`src/rtl/core/npsu_pkg.sv`:
```
// Shared constants and types for the nonpreemptive priority scheduler.
`default_nettype none
package npsu_pkg;

    localparam int MAX_PROCS     = 16;
    localparam int TIME_BITS     = 16;
    localparam int PRIORITY_BITS = 8;

    localparam int IDX_W = (MAX_PROCS > 1) ? $clog2(MAX_PROCS) : 1;
    localparam int CNT_W = $clog2(MAX_PROCS + 1);

    localparam int PID_W  = 5;
    localparam int CT_W   = 21;
    localparam int DUR_W  = 20;
    localparam int SUM_W  = 24;

    localparam int IN_DATA_W  = 40;
    localparam int OUT_DATA_W = 160;

    typedef struct packed {
        logic                     en;
        logic [IDX_W-1:0]         idx;
        logic [TIME_BITS-1:0]     arr;
        logic [TIME_BITS-1:0]     burst;
        logic [PRIORITY_BITS-1:0] prio;
    } store_wr_t;

    typedef struct packed {
        logic                     set;
        logic [IDX_W-1:0]         idx;
        logic                     clr_all;
    } fin_ctrl_t;

    typedef struct packed {
        logic [TIME_BITS-1:0]     arr;
        logic [TIME_BITS-1:0]     burst;
        logic [PRIORITY_BITS-1:0] prio;
        logic                     fin;
    } entry_t;

    typedef struct packed {
        logic             clr;
        logic             step;
        logic [IDX_W-1:0] idx;
    } scan_ctrl_t;

    typedef struct packed {
        logic                     found;
        logic [IDX_W-1:0]         idx;
        logic [TIME_BITS-1:0]     arr;
        logic [TIME_BITS-1:0]     burst;
        logic                     any;
        logic [TIME_BITS-1:0]     min_arr;
    } scan_res_t;

endpackage
`default_nettype wire

```
`src/rtl/core/npsu_store.sv`:
```
// Job store: arrival, burst and priority per slot plus finished flags.
`default_nettype none
module npsu_store
    import npsu_pkg::*;
(
    input  wire logic      clk,
    input  wire logic      rst_n,
    input  wire store_wr_t wr,
    input  wire fin_ctrl_t fin_ctrl,
    input  wire logic [IDX_W-1:0] rd_idx,
    output entry_t         rd
);

    logic [TIME_BITS-1:0]     arr_mem   [MAX_PROCS];
    logic [TIME_BITS-1:0]     burst_mem [MAX_PROCS];
    logic [PRIORITY_BITS-1:0] prio_mem  [MAX_PROCS];
    logic [MAX_PROCS-1:0]     fin_reg;
    logic [MAX_PROCS-1:0]     fin_next;

    always_ff @(posedge clk)
    begin
        if (wr.en)
        begin
            arr_mem[wr.idx]   <= wr.arr;
            burst_mem[wr.idx] <= wr.burst;
            prio_mem[wr.idx]  <= wr.prio;
        end
    end

    always_comb
    begin
        fin_next = fin_reg;
        if (fin_ctrl.clr_all)
        begin
            fin_next = '0;
        end
        else
        begin
            if (fin_ctrl.set)
            begin
                fin_next[fin_ctrl.idx] = 1'b1;
            end
            if (wr.en)
            begin
                fin_next[wr.idx] = 1'b0;
            end
        end
    end

    always_ff @(posedge clk or negedge rst_n)
    begin
        if (!rst_n)
        begin
            fin_reg <= '0;
        end
        else
        begin
            fin_reg <= fin_next;
        end
    end

    assign rd.arr   = arr_mem[rd_idx];
    assign rd.burst = burst_mem[rd_idx];
    assign rd.prio  = prio_mem[rd_idx];
    assign rd.fin   = fin_reg[rd_idx];

endmodule
`default_nettype wire

```
`src/rtl/core/npsu_scan.sv`:
```
// Shared compare unit: one stored job per step, tracks best ready job and earliest arrival.
`default_nettype none
module npsu_scan
    import npsu_pkg::*;
(
    input  wire logic             clk,
    input  wire logic             rst_n,
    input  wire scan_ctrl_t       ctrl,
    input  wire entry_t           entry,
    input  wire logic [CT_W-1:0]  cur_time,
    output scan_res_t             res
);

    scan_res_t res_reg;
    scan_res_t res_next;
    logic      ready;
    logic      better;

    logic [PRIORITY_BITS-1:0] prio_reg;
    logic [PRIORITY_BITS-1:0] prio_next;

    always_comb
    begin
        ready  = !entry.fin && ({{(CT_W-TIME_BITS){1'b0}}, entry.arr} <= cur_time);
        better = !res_reg.found
              || (entry.prio < prio_reg)
              || ((entry.prio == prio_reg) && (entry.arr < res_reg.arr));
    end

    always_comb
    begin
        res_next  = res_reg;
        prio_next = prio_reg;
        if (ctrl.clr)
        begin
            res_next.found = 1'b0;
            res_next.any   = 1'b0;
        end
        else if (ctrl.step)
        begin
            if (ready && better)
            begin
                res_next.found = 1'b1;
                res_next.idx   = ctrl.idx;
                res_next.arr   = entry.arr;
                res_next.burst = entry.burst;
                prio_next      = entry.prio;
            end
            if (!entry.fin && (!res_reg.any || (entry.arr < res_reg.min_arr)))
            begin
                res_next.any     = 1'b1;
                res_next.min_arr = entry.arr;
            end
        end
    end

    always_ff @(posedge clk or negedge rst_n)
    begin
        if (!rst_n)
        begin
            res_reg  <= '0;
            prio_reg <= '0;
        end
        else
        begin
            res_reg  <= res_next;
            prio_reg <= prio_next;
        end
    end

    assign res = res_reg;

endmodule
`default_nettype wire

```
`src/rtl/core/nonpreemptive_priority_scheduler_unit.sv`:
```
// Top level: job loading, dispatch sequencer and result register.
// Load: one job per cycle while s_tready is high; tlast starts the schedule.
// Per dispatched job: a scan over the stored jobs, then decide, compute and result (the result
// waits while the output is stalled); when no job is ready, time jumps and the scan repeats.
// Reset (rst_n low, asynchronous) empties the store, clears time, sums and flags.
`default_nettype none
module nonpreemptive_priority_scheduler_unit
    import npsu_pkg::*;
(
    input  wire logic                  clk,
    input  wire logic                  rst_n,
    input  wire logic                  s_tvalid,
    output logic                       s_tready,
    // arrival_time[15:0], burst_time[31:16], priority_req[39:32]
    input  wire logic [IN_DATA_W-1:0]  s_tdata,
    input  wire logic                  s_tlast,
    output logic                       m_tvalid,
    input  wire logic                  m_tready,
    // process_id[4:0], start_time[25:5], completion_time[46:26], turnaround_time[66:47],
    // waiting_time[86:67], response_time[106:87], total_turnaround[130:107],
    // total_waiting[154:131], zero fill[159:155]
    output logic [OUT_DATA_W-1:0]      m_tdata,
    output logic                       m_tlast
);

    localparam logic [2:0] ST_IDLE   = 3'd0;
    localparam logic [2:0] ST_SCAN   = 3'd1;
    localparam logic [2:0] ST_DECIDE = 3'd2;
    localparam logic [2:0] ST_CALC   = 3'd3;
    localparam logic [2:0] ST_EMIT   = 3'd4;

    logic [2:0]       state_reg,  state_next;
    logic [CNT_W-1:0] count_reg,  count_next;
    logic [CNT_W-1:0] done_reg,   done_next;
    logic [IDX_W-1:0] idx_reg,    idx_next;
    logic [CT_W-1:0]  cur_reg,    cur_next;
    logic [SUM_W-1:0] tsum_reg,   tsum_next;
    logic [SUM_W-1:0] wsum_reg,   wsum_next;
    logic [CT_W-1:0]  finish_reg, finish_next;
    logic [DUR_W-1:0] rt_reg,     rt_next;

    logic                  m_tvalid_reg, m_tvalid_next;
    logic [OUT_DATA_W-1:0] m_tdata_reg,  m_tdata_next;
    logic                  m_tlast_reg,  m_tlast_next;

    store_wr_t  wr;
    fin_ctrl_t  fin_ctrl;
    entry_t     entry;
    scan_ctrl_t scan_ctrl;
    scan_res_t  res;

    logic             in_xfer;
    logic             out_free;
    logic             last_job;
    logic [CT_W-1:0]  arr_ext;
    logic [CT_W-1:0]  tat_full;
    logic [DUR_W-1:0] tat;
    logic [SUM_W-1:0] tsum_new;
    logic [SUM_W-1:0] wsum_new;

    npsu_store u_store (
        .clk      (clk),
        .rst_n    (rst_n),
        .wr       (wr),
        .fin_ctrl (fin_ctrl),
        .rd_idx   (idx_reg),
        .rd       (entry)
    );

    npsu_scan u_scan (
        .clk      (clk),
        .rst_n    (rst_n),
        .ctrl     (scan_ctrl),
        .entry    (entry),
        .cur_time (cur_reg),
        .res      (res)
    );

    assign s_tready = (state_reg == ST_IDLE);
    assign in_xfer  = s_tvalid && s_tready;
    assign out_free = !m_tvalid_reg || m_tready;
    assign last_job = ((done_reg + CNT_W'(1)) == count_reg);
    assign arr_ext  = {{(CT_W-TIME_BITS){1'b0}}, res.arr};
    assign tat_full = finish_reg - arr_ext;
    assign tat      = tat_full[DUR_W-1:0];
    assign tsum_new = tsum_reg + {{(SUM_W-DUR_W){1'b0}}, tat};
    assign wsum_new = wsum_reg + {{(SUM_W-DUR_W){1'b0}}, rt_reg};

    always_comb
    begin
        state_next    = state_reg;
        count_next    = count_reg;
        done_next     = done_reg;
        idx_next      = idx_reg;
        cur_next      = cur_reg;
        tsum_next     = tsum_reg;
        wsum_next     = wsum_reg;
        finish_next   = finish_reg;
        rt_next       = rt_reg;
        m_tvalid_next = m_tvalid_reg && !m_tready;
        m_tdata_next  = m_tdata_reg;
        m_tlast_next  = m_tlast_reg;

        wr.en    = 1'b0;
        wr.idx   = count_reg[IDX_W-1:0];
        wr.arr   = s_tdata[TIME_BITS-1:0];
        wr.burst = s_tdata[2*TIME_BITS-1:TIME_BITS];
        wr.prio  = s_tdata[2*TIME_BITS+PRIORITY_BITS-1:2*TIME_BITS];

        fin_ctrl.set     = 1'b0;
        fin_ctrl.idx     = res.idx;
        fin_ctrl.clr_all = 1'b0;

        scan_ctrl.clr  = 1'b0;
        scan_ctrl.step = 1'b0;
        scan_ctrl.idx  = idx_reg;

        case (state_reg)
            ST_IDLE:
            begin
                if (in_xfer)
                begin
                    if (count_reg < CNT_W'(MAX_PROCS))
                    begin
                        wr.en      = 1'b1;
                        count_next = count_reg + CNT_W'(1);
                    end
                    if (s_tlast)
                    begin
                        scan_ctrl.clr = 1'b1;
                        idx_next      = '0;
                        done_next     = '0;
                        state_next    = ST_SCAN;
                    end
                end
            end
            ST_SCAN:
            begin
                scan_ctrl.step = 1'b1;
                if (CNT_W'(idx_reg) == (count_reg - CNT_W'(1)))
                begin
                    state_next = ST_DECIDE;
                end
                else
                begin
                    idx_next = idx_reg + IDX_W'(1);
                end
            end
            ST_DECIDE:
            begin
                if (res.found)
                begin
                    state_next = ST_CALC;
                end
                else if (res.any)
                begin
                    cur_next      = {{(CT_W-TIME_BITS){1'b0}}, res.min_arr};
                    scan_ctrl.clr = 1'b1;
                    idx_next      = '0;
                    state_next    = ST_SCAN;
                end
                else
                begin
                    fin_ctrl.clr_all = 1'b1;
                    count_next       = '0;
                    cur_next         = '0;
                    tsum_next        = '0;
                    wsum_next        = '0;
                    state_next       = ST_IDLE;
                end
            end
            ST_CALC:
            begin
                finish_next = cur_reg + {{(CT_W-TIME_BITS){1'b0}}, res.burst};
                rt_next     = DUR_W'(cur_reg - arr_ext);
                state_next  = ST_EMIT;
            end
            ST_EMIT:
            begin
                if (out_free)
                begin
                    m_tvalid_next = 1'b1;
                    m_tlast_next  = last_job;
                    m_tdata_next  = {
                        {(OUT_DATA_W-155){1'b0}},
                        (last_job ? wsum_new : {SUM_W{1'b0}}),
                        (last_job ? tsum_new : {SUM_W{1'b0}}),
                        rt_reg,
                        rt_reg,
                        tat,
                        finish_reg,
                        cur_reg,
                        PID_W'(res.idx) + PID_W'(1)
                    };
                    fin_ctrl.set = 1'b1;
                    if (last_job)
                    begin
                        fin_ctrl.clr_all = 1'b1;
                        count_next       = '0;
                        done_next        = '0;
                        cur_next         = '0;
                        tsum_next        = '0;
                        wsum_next        = '0;
                        state_next       = ST_IDLE;
                    end
                    else
                    begin
                        done_next     = done_reg + CNT_W'(1);
                        cur_next      = finish_reg;
                        tsum_next     = tsum_new;
                        wsum_next     = wsum_new;
                        scan_ctrl.clr = 1'b1;
                        idx_next      = '0;
                        state_next    = ST_SCAN;
                    end
                end
            end
            default:
            begin
                state_next = ST_IDLE;
            end
        endcase
    end

    always_ff @(posedge clk or negedge rst_n)
    begin
        if (!rst_n)
        begin
            state_reg    <= ST_IDLE;
            count_reg    <= '0;
            done_reg     <= '0;
            idx_reg      <= '0;
            cur_reg      <= '0;
            tsum_reg     <= '0;
            wsum_reg     <= '0;
            m_tvalid_reg <= 1'b0;
        end
        else
        begin
            state_reg    <= state_next;
            count_reg    <= count_next;
            done_reg     <= done_next;
            idx_reg      <= idx_next;
            cur_reg      <= cur_next;
            tsum_reg     <= tsum_next;
            wsum_reg     <= wsum_next;
            m_tvalid_reg <= m_tvalid_next;
        end
    end

    always_ff @(posedge clk)
    begin
        finish_reg  <= finish_next;
        rt_reg      <= rt_next;
        m_tdata_reg <= m_tdata_next;
        m_tlast_reg <= m_tlast_next;
    end

    assign m_tvalid = m_tvalid_reg;
    assign m_tdata  = m_tdata_reg;
    assign m_tlast  = m_tlast_reg;

endmodule
`default_nettype wire

```
`config.mk`:
```
export PLATFORM = sky130hd
export DESIGN_NAME = nonpreemptive_priority_scheduler_unit
export DESIGN_NICKNAME = d
export VERILOG_FILES = /design/src/rtl/core/npsu_pkg.sv /design/src/rtl/core/npsu_store.sv /design/src/rtl/core/npsu_scan.sv /design/src/rtl/core/nonpreemptive_priority_scheduler_unit.sv
export SDC_FILE = /design/constraint.sdc
export NUM_CORES = 1
export LEC_CHECK = 0
export BUFFER_PORTS_ARGS = -buffer_cell sky130_fd_sc_hd__buf_2
export CORE_AREA = 3 3 280 282
export CTS_CLUSTER_SIZE = 24
export DETAILED_ROUTE_END_ITERATION = 10
export DIE_AREA = 0 0 283 285
export HOLD_SLACK_MARGIN = 0.1
export PLACE_DENSITY_LB_ADDON = 0.3
export SLEW_MARGIN = 20
export SYNTH_ARGS = -nofsm -noshare
export SYNTH_HDL_FRONTEND = slang
export SYNTH_SLANG_ARGS = --single-unit
```
`constraint.sdc`:
```
create_clock -name clk -period 9.45 [get_ports clk]
set_input_delay 1.89 -clock clk [delete_from_list [all_inputs] [get_ports clk]]
set_output_delay 1.89 -clock clk [all_outputs]
set_load 0.03 [all_outputs]
```
### Yosys cells after proc, flatten, opt, wreduce, memory -nomap -nowiden

Memories as Yosys holds them, arrays and structs flattened.
Cells that the tools add are included.

| word-level totals | value |
|---|---|
| logic and storage cells | 180 |
| memories kept | 3 |
| RAM bits | 640 |
| bits in registers | 362 |
| bits of input ports | 45 |
| output and inout bits | 163 |

| cells by class | value |
|---|---|
| equality and inequality tests | 18 |
| mux-type cells | 78 |
| add/sub/neg operators | 10 |
| bitwise gates (word level) | 4 |
| $lt $le $gt $ge | 10 |
| reductions and logical operators | 36 |

Memory list:

| name | words | bits a word | read ports | clocked after Yosys merged registers in | write ports | RTL line | source |
|---|---|---|---|---|---|---|---|
| u_store.arr_mem | 16 | 16 | 1 | 0 | 1 | npsu_store.sv:14 | `logic [TIME_BITS-1:0] arr_mem [MAX_PROCS];` |
| u_store.burst_mem | 16 | 16 | 1 | 0 | 1 | npsu_store.sv:15 | `logic [TIME_BITS-1:0] burst_mem [MAX_PROCS];` |
| u_store.prio_mem | 16 | 8 | 1 | 0 | 1 | npsu_store.sv:16 | `logic [PRIORITY_BITS-1:0] prio_mem [MAX_PROCS];` |

Operators by type and width:

| operator | count |
|---|---|
| $mux W24 | 6 |
| $pmux W24 S2 | 2 |
| $mux W16 | 5 |
| $mux W21 | 3 |
| $mux W54 | 1 |
| $mux W5 | 10 |
| $add A24 B20 Y24 | 2 |
| $pmux W21 S2 | 1 |
| $sub A20 B16 Y20 | 2 |
| $mux W37 | 1 |
| $lt A16 B16 Y1 | 2 |
| $mux W4 | 7 |
| $mux W1 | 27 |
| $add A21 B16 Y21 | 1 |
| $le A16 B21 Y1 | 1 |
| $mux W17 | 1 |
| $and A16 B16 Y16 | 1 |
| $not A16 Y16 | 1 |
| $or A16 B16 Y16 | 1 |
| $pmux W4 S4 | 1 |
| $lt A4 B5 Y1 const B | 3 |
| $pmux W3 S5 | 1 |
| $pmux W5 S3 | 1 |
| $ne A2 B2 Y1 const B | 7 |
| 34 further kinds | 68 |

### Longest topological paths before layout

Gate-level depths: netlist of the first run.

| logic depth | value |
|---|---|
| depth in word-level cells | 10 |
| gate-level depth with buffers | 22 |

### Cells and area by module

A second synthesis of the first run with hierarchy kept.

| second synthesis, totals | value |
|---|---|
| cell total of the unflattened synthesis | 2690 |
| area total of the unflattened synthesis | 42956.2 um^2 |

Modules (own cells, without submodules):

| module | times used | area an instance (um^2) | cells an instance |
|---|---|---|---|
| npsu_store | 1 | 24688.7 | 1066 |
| nonpreemptive_priority_scheduler_unit | 1 | 14405.1 | 1298 |
| npsu_scan | 1 | 3862.5 | 326 |

### Least setup slack after synthesis of the first run

Ideal clock, no wire load.

| timing path | value |
|---|---|
| kind | input port to flip-flop |
| from | input s_tvalid |
| to | memory u_store.arr_mem[0][0] (enable) |
| stages on the path | 4 |
| arrival | 5.385 ns |
| buffers on the path | 0 |
| slack | 3.576 ns |
| library setup time | 0.489 ns |
| cell sequence | nand2_1 -> nor4_1 -> nand2_1 -> nor3_1 |

| between the ends | value |
|---|---|
| cells in the longest elaborated chain, start to end | 5 |

Ends and longest elaborated chain:

| what | RTL line | source |
|---|---|---|
| start: declaration | nonpreemptive_priority_scheduler_unit.sv:12 | `input wire logic s_tvalid,` |
| $logic_and A1 B1 Y1 | nonpreemptive_priority_scheduler_unit.sv:80 | `assign in_xfer = s_tvalid && s_tready;` |
| $mux W1 | nonpreemptive_priority_scheduler_unit.sv:121 | `if (in_xfer)` |
| $mux W1 | nonpreemptive_priority_scheduler_unit.sv:118 | `case (state_reg)` |
| $mux W1 | npsu_store.sv:22 | `if (wr.en)` |
| $mux W1 (implied by the code) | npsu_store.sv:24 | `arr_mem[wr.idx] <= wr.arr;` |
| end: declaration | npsu_store.sv:14 |  |

Every way passes these cells.

==> out/summary.txt, run 1 <==
Clock Skews = 0.01900 ns
critical path data required time = 9.97 ns
Final Hold Viols = 0
Worst path slowest cell = dfrtp_4
full die area = 80660 um2
CTS tree = done
global router's overall resource usage = 0.2522
Die Y = 285 um
# port buffers = 202
maximum clock frequency = 178.8 MHz
Hold Path Class = reg2reg
max cap viols = 0
max incr delay on CP = 0.74 ns
Worst EP arrival = 6.11 ns
Routed Antenna Nets = 0
synthesis-to-finish area growth = 12.63%
synthesized area per cell = 16.70 um2
worst-skew pair later-pin latency = 0.65 ns
Hold Crit Start = wsum_reg[0]$_DFFE_PN0P_
minimum clock period after layout = 5.592 ns
Via-to-Cell Ratio = 6.152
Final Cycle Share = 0.5918
Startpoint Class = flip-flop
Hold Crit Depth = 2
# IOs = 208
clock root buffer master = clkbuf_16
vias in the first global route = 24491
Post-CTS Setup Bufs = 0
r2r endpoint = u_scan.prio_reg[0]$_DFFE_PN0P_
hold-fix buffers at CTS = 0
worst reg-to-reg setup slack = 3.86 ns
GR peak layer = met2
first-pass GRT wire length = 153200 um
Power Dens Cells = 340.4 nW/um2
critical path's top delay family = buffers and inverters
Post-Synthesis Cells = 2537
# resized after CTS = 0
Starting DRT DRC Count = 2127
Sink Count = 982
crit path cell chain = buf_4 > buf_4 > mux4_2 > mux4_2 > ha_1 > nor2b_1 > o21ai_0 > nand2b_1 > a21oi_1 > o21ai_0 > a21o_1 > a21oi_1 > o21ai_4 > buf_4 > mux2_1
largest net degree at the start of global routing = 73
routed wire length = 101400 um
crit-path most repeated cell = buf_4
vias = 23852
grt total ovfl = 0
number of synthesized flops with an enable pin = 817
Ys Warns = 0
RSZ-0062 raised after global routing = false
die width = 283 um
Num CTS Buffers = 97
Initial Utilization = 0.5579
M3 GR Usage = 0.04373
initial antenna violation count = 12
Async SR Flop Fraction = 0.1680
Hold Path End = wsum_reg[0]$_DFFE_PN0P_
VDD IR max = 0.0002713 V
flops & latches, synth = 982
Worst R2R Start = idx_reg[1]$_DFFE_PN0P_
post-layout util = 0.6284
Worst setup EP type = flip-flop
outcome = finished, final reports clean
post-synthesis sequential area ratio = 0.6764
core area = 75950 um2
leak pwr = 17.22 nW
ys flop type = edfxtp_1
Buf/Inv on CP = 3
met1 Use GR = 0.3241
clock transition at the registers of the reported paths = 0.06 ns
dpl ws = 3.843 ns
# setup viols final = 0
DP Wirelength = 61150 um
crit path kind = reg2reg
H-tree depth = 3
clock buffer depth = 3
Tightest Pin Transition = 1.099 ns
fin nets = 2971
Placer Congestion = 0.9080
share of layout cells above drive strength 1 = 0.2213
GRT met2 Usage = 0.4318
Min Hold Slack = 0.4764 ns
worst setup margin = 3.858 ns
drt pass-1 iters = 6
Netlist Area Pre-Place = 42370 um2
final setup TNS = 0 ns
row cnt = 101
DR DRC count = 0
Worst Path Max Fanout = 44
R2R depth = 15
post-DR wirelength/cell = 26.15 um
Synth cell types = 68
Slew headroom = 0.2674
Final Slew Violations = 0
[placed cells by master, fill, tap and decap left out, drive strengths merged, types with 97 or more instances in the layout]
cell type and count:
dfrtp 165, nand2 97, clkbuf 131, nor2 117, edfxtp 817, inv 110
ha 156, a21oi 113, mux4 204, buf 238
[area by class of cell]
cell class,count,area [um2]
Tap cell,1030,1289
Inverter,108,410.4
Timing Repair Buffer,238,1287
Antenna cell,5,12.51
Sequential cell,982,28680
Clock buffer,131,2575
Clock inverter,45,566.8
Multi-Input combinational cell,1338,12910
Fill cell,5261,28220
[per-layer routing]
layer	wire, um	vias up
li1	-	10352
met1	39220	12235
met2	51490	1042
met3	6968	211
met4	3622	12
met5	86	-
[cells by family (layout without fill, tap and decap cells)]
family | count (synthesis) | in the layout | share of synthesized area
compound gates | 381 | 381 | 0.05802
buf+inv | 221 | 522 | 0.02229
flops | 982 | 982 | 0.6764
mux | 265 | 265 | 0.1255
other cells | 1 | 10 | 0.00008850
simple gates | 425 | 425 | 0.04840
xor+xnor | 101 | 101 | 0.02088
fa+ha+maj | 161 | 161 | 0.04843
[power breakdown]
group / leakage (nW) / switching (mW) / internal (mW)
Sequential: 9.41 / 0.481 / 5.40
Combinational: 6.30 / 3.71 / 2.84
Clock: 1.51 / 1.59 / 2.22
Total: 17.2 / 5.78 / 10.5
[per-stage QoR]
| stage | instances | power, mW | area (um2) |
|---|---|---|---|
| 6_report | 3877 | 16.25 | 47730 |
| 5_1_grt | 3874 | 17.17 | 47720 |
| 4_1_cts | 3872 | 16.32 | 47710 |
| 3_5_place_dp | 3696 | 12.46 | 44570 |
| 3_3_place_gp | 3696 | 12.25 | 44570 |
| 2_1_floorplan | 2541 | 10.68 | 42390 |
[worst register-to-register path, delay by kind of cell, from the launching register on]
family                     cells  cell delay (ns)
and+or+nand+nor                2             0.22
muxes                          3             1.39
AOI/OAI and AO/OA              6             0.96
buffers and inverters          3             1.81
DFF                            1             0.74
adders and majority gates      1             0.33
[cells in the mapped netlist (all sizes together) (35+ instances only)]
library cell,n,share of area
edfxtp,817,0.58
mux4,204,0.11
dfrtp,165,0.097
ha,156,0.046
nor2,117,0.010
a21oi,113,0.013
inv,108,0.0096
nand2,97,0.0086
o21ai,80,0.0096
xnor2,68,0.014
clkbuf,61,0.0054
mux2,59,0.017
buf,52,0.0073
nor3,45,0.0053
nand3,36,0.0043
a21o,35,0.0062
[worst max-delay path by stage]
stage | start | to | slack [ns] | cells past startpoint
after floorplan | s_tvalid | u_store.arr_mem[0][0]$_DFFE_PP_ | 3.58 | 4
after global placement | idx_reg[0]$_DFFE_PN0P_ | u_scan.res[18]$_DFFE_PN0P_ | 3.87 | 14
after detailed placement | idx_reg[0]$_DFFE_PN0P_ | u_scan.prio_reg[0]$_DFFE_PN0P_ | 3.84 | 14
after CTS | idx_reg[0]$_DFFE_PN0P_ | u_scan.prio_reg[0]$_DFFE_PN0P_ | 3.79 | 14
after global routing | idx_reg[0]$_DFFE_PN0P_ | u_scan.prio_reg[2]$_DFFE_PN0P_ | 3.37 | 14
final | idx_reg[1]$_DFFE_PN0P_ | u_scan.prio_reg[0]$_DFFE_PN0P_ | 3.86 | 15
No activity file was read; power rests on OpenSTA's default activity.
==> run 2, diff against run 1 <==
--- a/config.mk
+++ b/config.mk
@@ -6,10 +6,10 @@
 export NUM_CORES = 1
 export LEC_CHECK = 0
 export BUFFER_PORTS_ARGS = -buffer_cell sky130_fd_sc_hd__buf_2
-export CORE_AREA = 3 3 280 282
+export CORE_AREA = 3 3 282 284
 export CTS_CLUSTER_SIZE = 24
 export DETAILED_ROUTE_END_ITERATION = 10
-export DIE_AREA = 0 0 283 285
+export DIE_AREA = 0 0 285 287
 export HOLD_SLACK_MARGIN = 0.1
 export PLACE_DENSITY_LB_ADDON = 0.3
 export SLEW_MARGIN = 20
==> constraint.sdc (replaced) <==
create_clock -name clk -period 4.75 [get_ports clk]
set_input_delay 0.95 -clock clk [delete_from_list [all_inputs] [get_ports clk]]
set_output_delay 0.95 -clock clk [all_outputs]
set_load 0.03 [all_outputs]
==> out/summary.txt, run 2 (synthesis gave the netlist of run 1 again) <==
Via-to-Cell Ratio = 6.098 (-0.88%)
final std cells w/o fill = 3959 (+2.1%)
clock root buffer master = clkbuf_16
Power, Total = 33.68 mW (+110%)
Starting DRT DRC Count = 1963 (-7.7%)
RSZ-0062 raised after global routing = true
H-tree depth = 3 (unchanged)
core area = 77340 um2 (+1.8%)
DP Wirelength = 63810 um (+4.3%)
dpl cells = 3762 (+1.8%)
post-layout util = 0.6301 (+0.001745)
Num CTS Buffers = 99 (+2.1%)
largest net degree at the start of global routing = 89 (+22%)
Final Hold Viols = 0 (unchanged)
full die area = 81800 um2 (+1.4%)
Routed Antenna Nets = 0 (unchanged)
Setup crit end = m_tdata[130]$_SDFFCE_PN0P_
initial antenna violation count = 10 (-2)
outcome = finished, final reports clean
DR DRC count = 0 (unchanged)
routed wire length = 103000 um (+1.6%)
die width = 285 um (+0.71%)
Worst setup EP type = flip-flop
crit path kind = reg2reg
Worst Path Max Fanout = 5 (-89%)
post-DR wirelength/cell = 26.02 um (-0.50%)
Startpoint Class = flip-flop
Tightest Pin Transition = 1.074 ns (-0.02489 ns)
R2R depth = 21 (+6)
# IOs = 208 (unchanged)
vias in the first global route = 24971 (+2.0%)
Final Cycle Share = 0.9912 (+0.3994)
CTS tree = done
Worst R2R Start = finish_reg[0]$_DFFE_PP_
# setup viols final = 0 (unchanged)
clock transition at the registers of the reported paths = 0.06 ns (about the same)
Sink Count = 982 (unchanged)
max cap viols = 0 (unchanged)
Die Y = 287 um (+0.70%)
fin nets = 3040 (+2.3%)
drt pass-1 iters = 5 (-1)
# port buffers = 202 (unchanged)
Power Dens Cells = 691.0 nW/um2 (+100%)
vias = 24142 (+1.2%)
worst-skew pair later-pin latency = 0.65 ns (about the same)
Critical Path Source = finish_reg[0]$_DFFE_PP_
maximum clock frequency = 212.4 MHz (+19%)
global router's overall resource usage = 0.2546 (+0.002385)
worst reg-to-reg setup slack = 0.04 ns (-3.82 ns)
Worst EP arrival = 5.09 ns (-1.02 ns)
r2r endpoint = m_tdata[130]$_SDFFCE_PN0P_
grt total ovfl = 0 (unchanged)
Slew headroom = 0.2841 (+0.01669)
Initial Utilization = 0.5479 (-0.01003)
minimum clock period after layout = 4.708 ns (-0.8843 ns)
critical path data required time = 5.13 ns (-4.84 ns)
Final Slew Violations = 0 (unchanged)
most common cell after layout, fill and taps aside = edfxtp_1
share of layout cells above drive strength 1 = 0.2531 (+0.03176)
Placer Congestion = 0.8739 (-3.8%)
final setup TNS = 0 ns (unchanged)
row cnt = 102 (+0.99%)
Clock Skews = 0.01737 ns (-0.001624 ns)
leak pwr = 17.67 nW (+2.6%)
first-pass GRT wire length = 156200 um (+2.0%)
synthesis-to-finish area growth = 15.01%
VDD IR max = 0.0003920 V (+45%)
most frequent cells in the layout = 817 x edfxtp_1, 204 x mux4_2, 201 x buf_2
Hold Path Class = in2async
clock buffer depth = 3 (unchanged)
==> run 2: worst min path at each step <==
stage | cells past startpoint | to | start | slack [ns]
2_1_floorplan | 0 | m_tdata[46]$_DFFE_PP_ | finish_reg[20]$_DFFE_PP_ | 0.43
3_3_place_gp | 2 | wsum_reg[0]$_DFFE_PN0P_ | wsum_reg[0]$_DFFE_PN0P_ | 0.46
3_5_place_dp | 0 | m_tdata[98]$_DFFE_PP_ | rt_reg[11]$_DFFE_PP_ | 0.46
4_1_cts | 1 | wsum_reg[21]$_DFFE_PN0P_ | rst_n | 0.41
5_1_grt | 1 | wsum_reg[21]$_DFFE_PN0P_ | rst_n | 0.44
6_report | 1 | wsum_reg[21]$_DFFE_PN0P_ | rst_n | 0.38
==> run 2: per-stage QoR <==
stage,instance area [um2],setup slack [ns],hold slack [ns]
2_1_floorplan,42410,0.1023,0.4260
3_3_place_gp,45230,-0.2989,0.4558
3_5_place_dp,45230,-0.3621,0.4630
4_1_cts,48510,0.02807,0.4051
5_1_grt,48730,-0.1099,0.4361
6_report,48730,0.04192,0.3767
==> run 2: critical path, cell delays in order, from the launching register on <==
cell,delay (ns)
edfxtp_1,0.38
inv_1,0.07
ha_2,0.19
inv_2,0.04
fa_2,0.34
a21o_1,0.18
a21oi_2,0.14
inv_1,0.07
a2111o_1,0.45
a41o_1,0.25
a31oi_4,0.25
o21ai_1,0.11
xor2_1,0.17
ha_1,0.38
nand2_1,0.09
nor2_2,0.11
nand4_1,0.19
a211oi_4,0.33
nor3_2,0.09
or3_4,0.39
xnor2_1,0.17
nor2_1,0.06
==> run 2: final cells by class <==
cell class                      instances  area [um2]
Sequential cell                       982       28680
Clock inverter                         59       533.0
Inverter                              108       410.4
Multi-Input combinational cell       1338       13170
Clock buffer                          124        2635
Antenna cell                            3       7.507
Tap cell                             1040        1301
Timing Repair Buffer                  305        2002
Fill cell                            5421       28600
==> run 2: repair_timing <==
action,4_1_cts,5_1_grt
buffers inserted,3,8
hold buffers,0,0
gates resized for setup,21,35
setup endpoints to repair,14,57
pin swaps,11,20
==> run 2: per-layer routing <==
metal	global-route usage	wire length (um)	vias up	part of all wire
met5	0	27	-	0.00026
met4	0.1048	4294	4	0.042
met3	0.03664	6156	209	0.060
met2	0.4453	52870	945	0.51
met1	0.3220	39660	12461	0.38
li1	-	-	10523	-
==> run 2: where the power goes <==
part / internal (mW) / switching (mW) / total, mW
logic: 6.46 / 7.88 / 14.3
clock network: 4.38 / 3.24 / 7.62
registers: 10.7 / 0.972 / 11.7
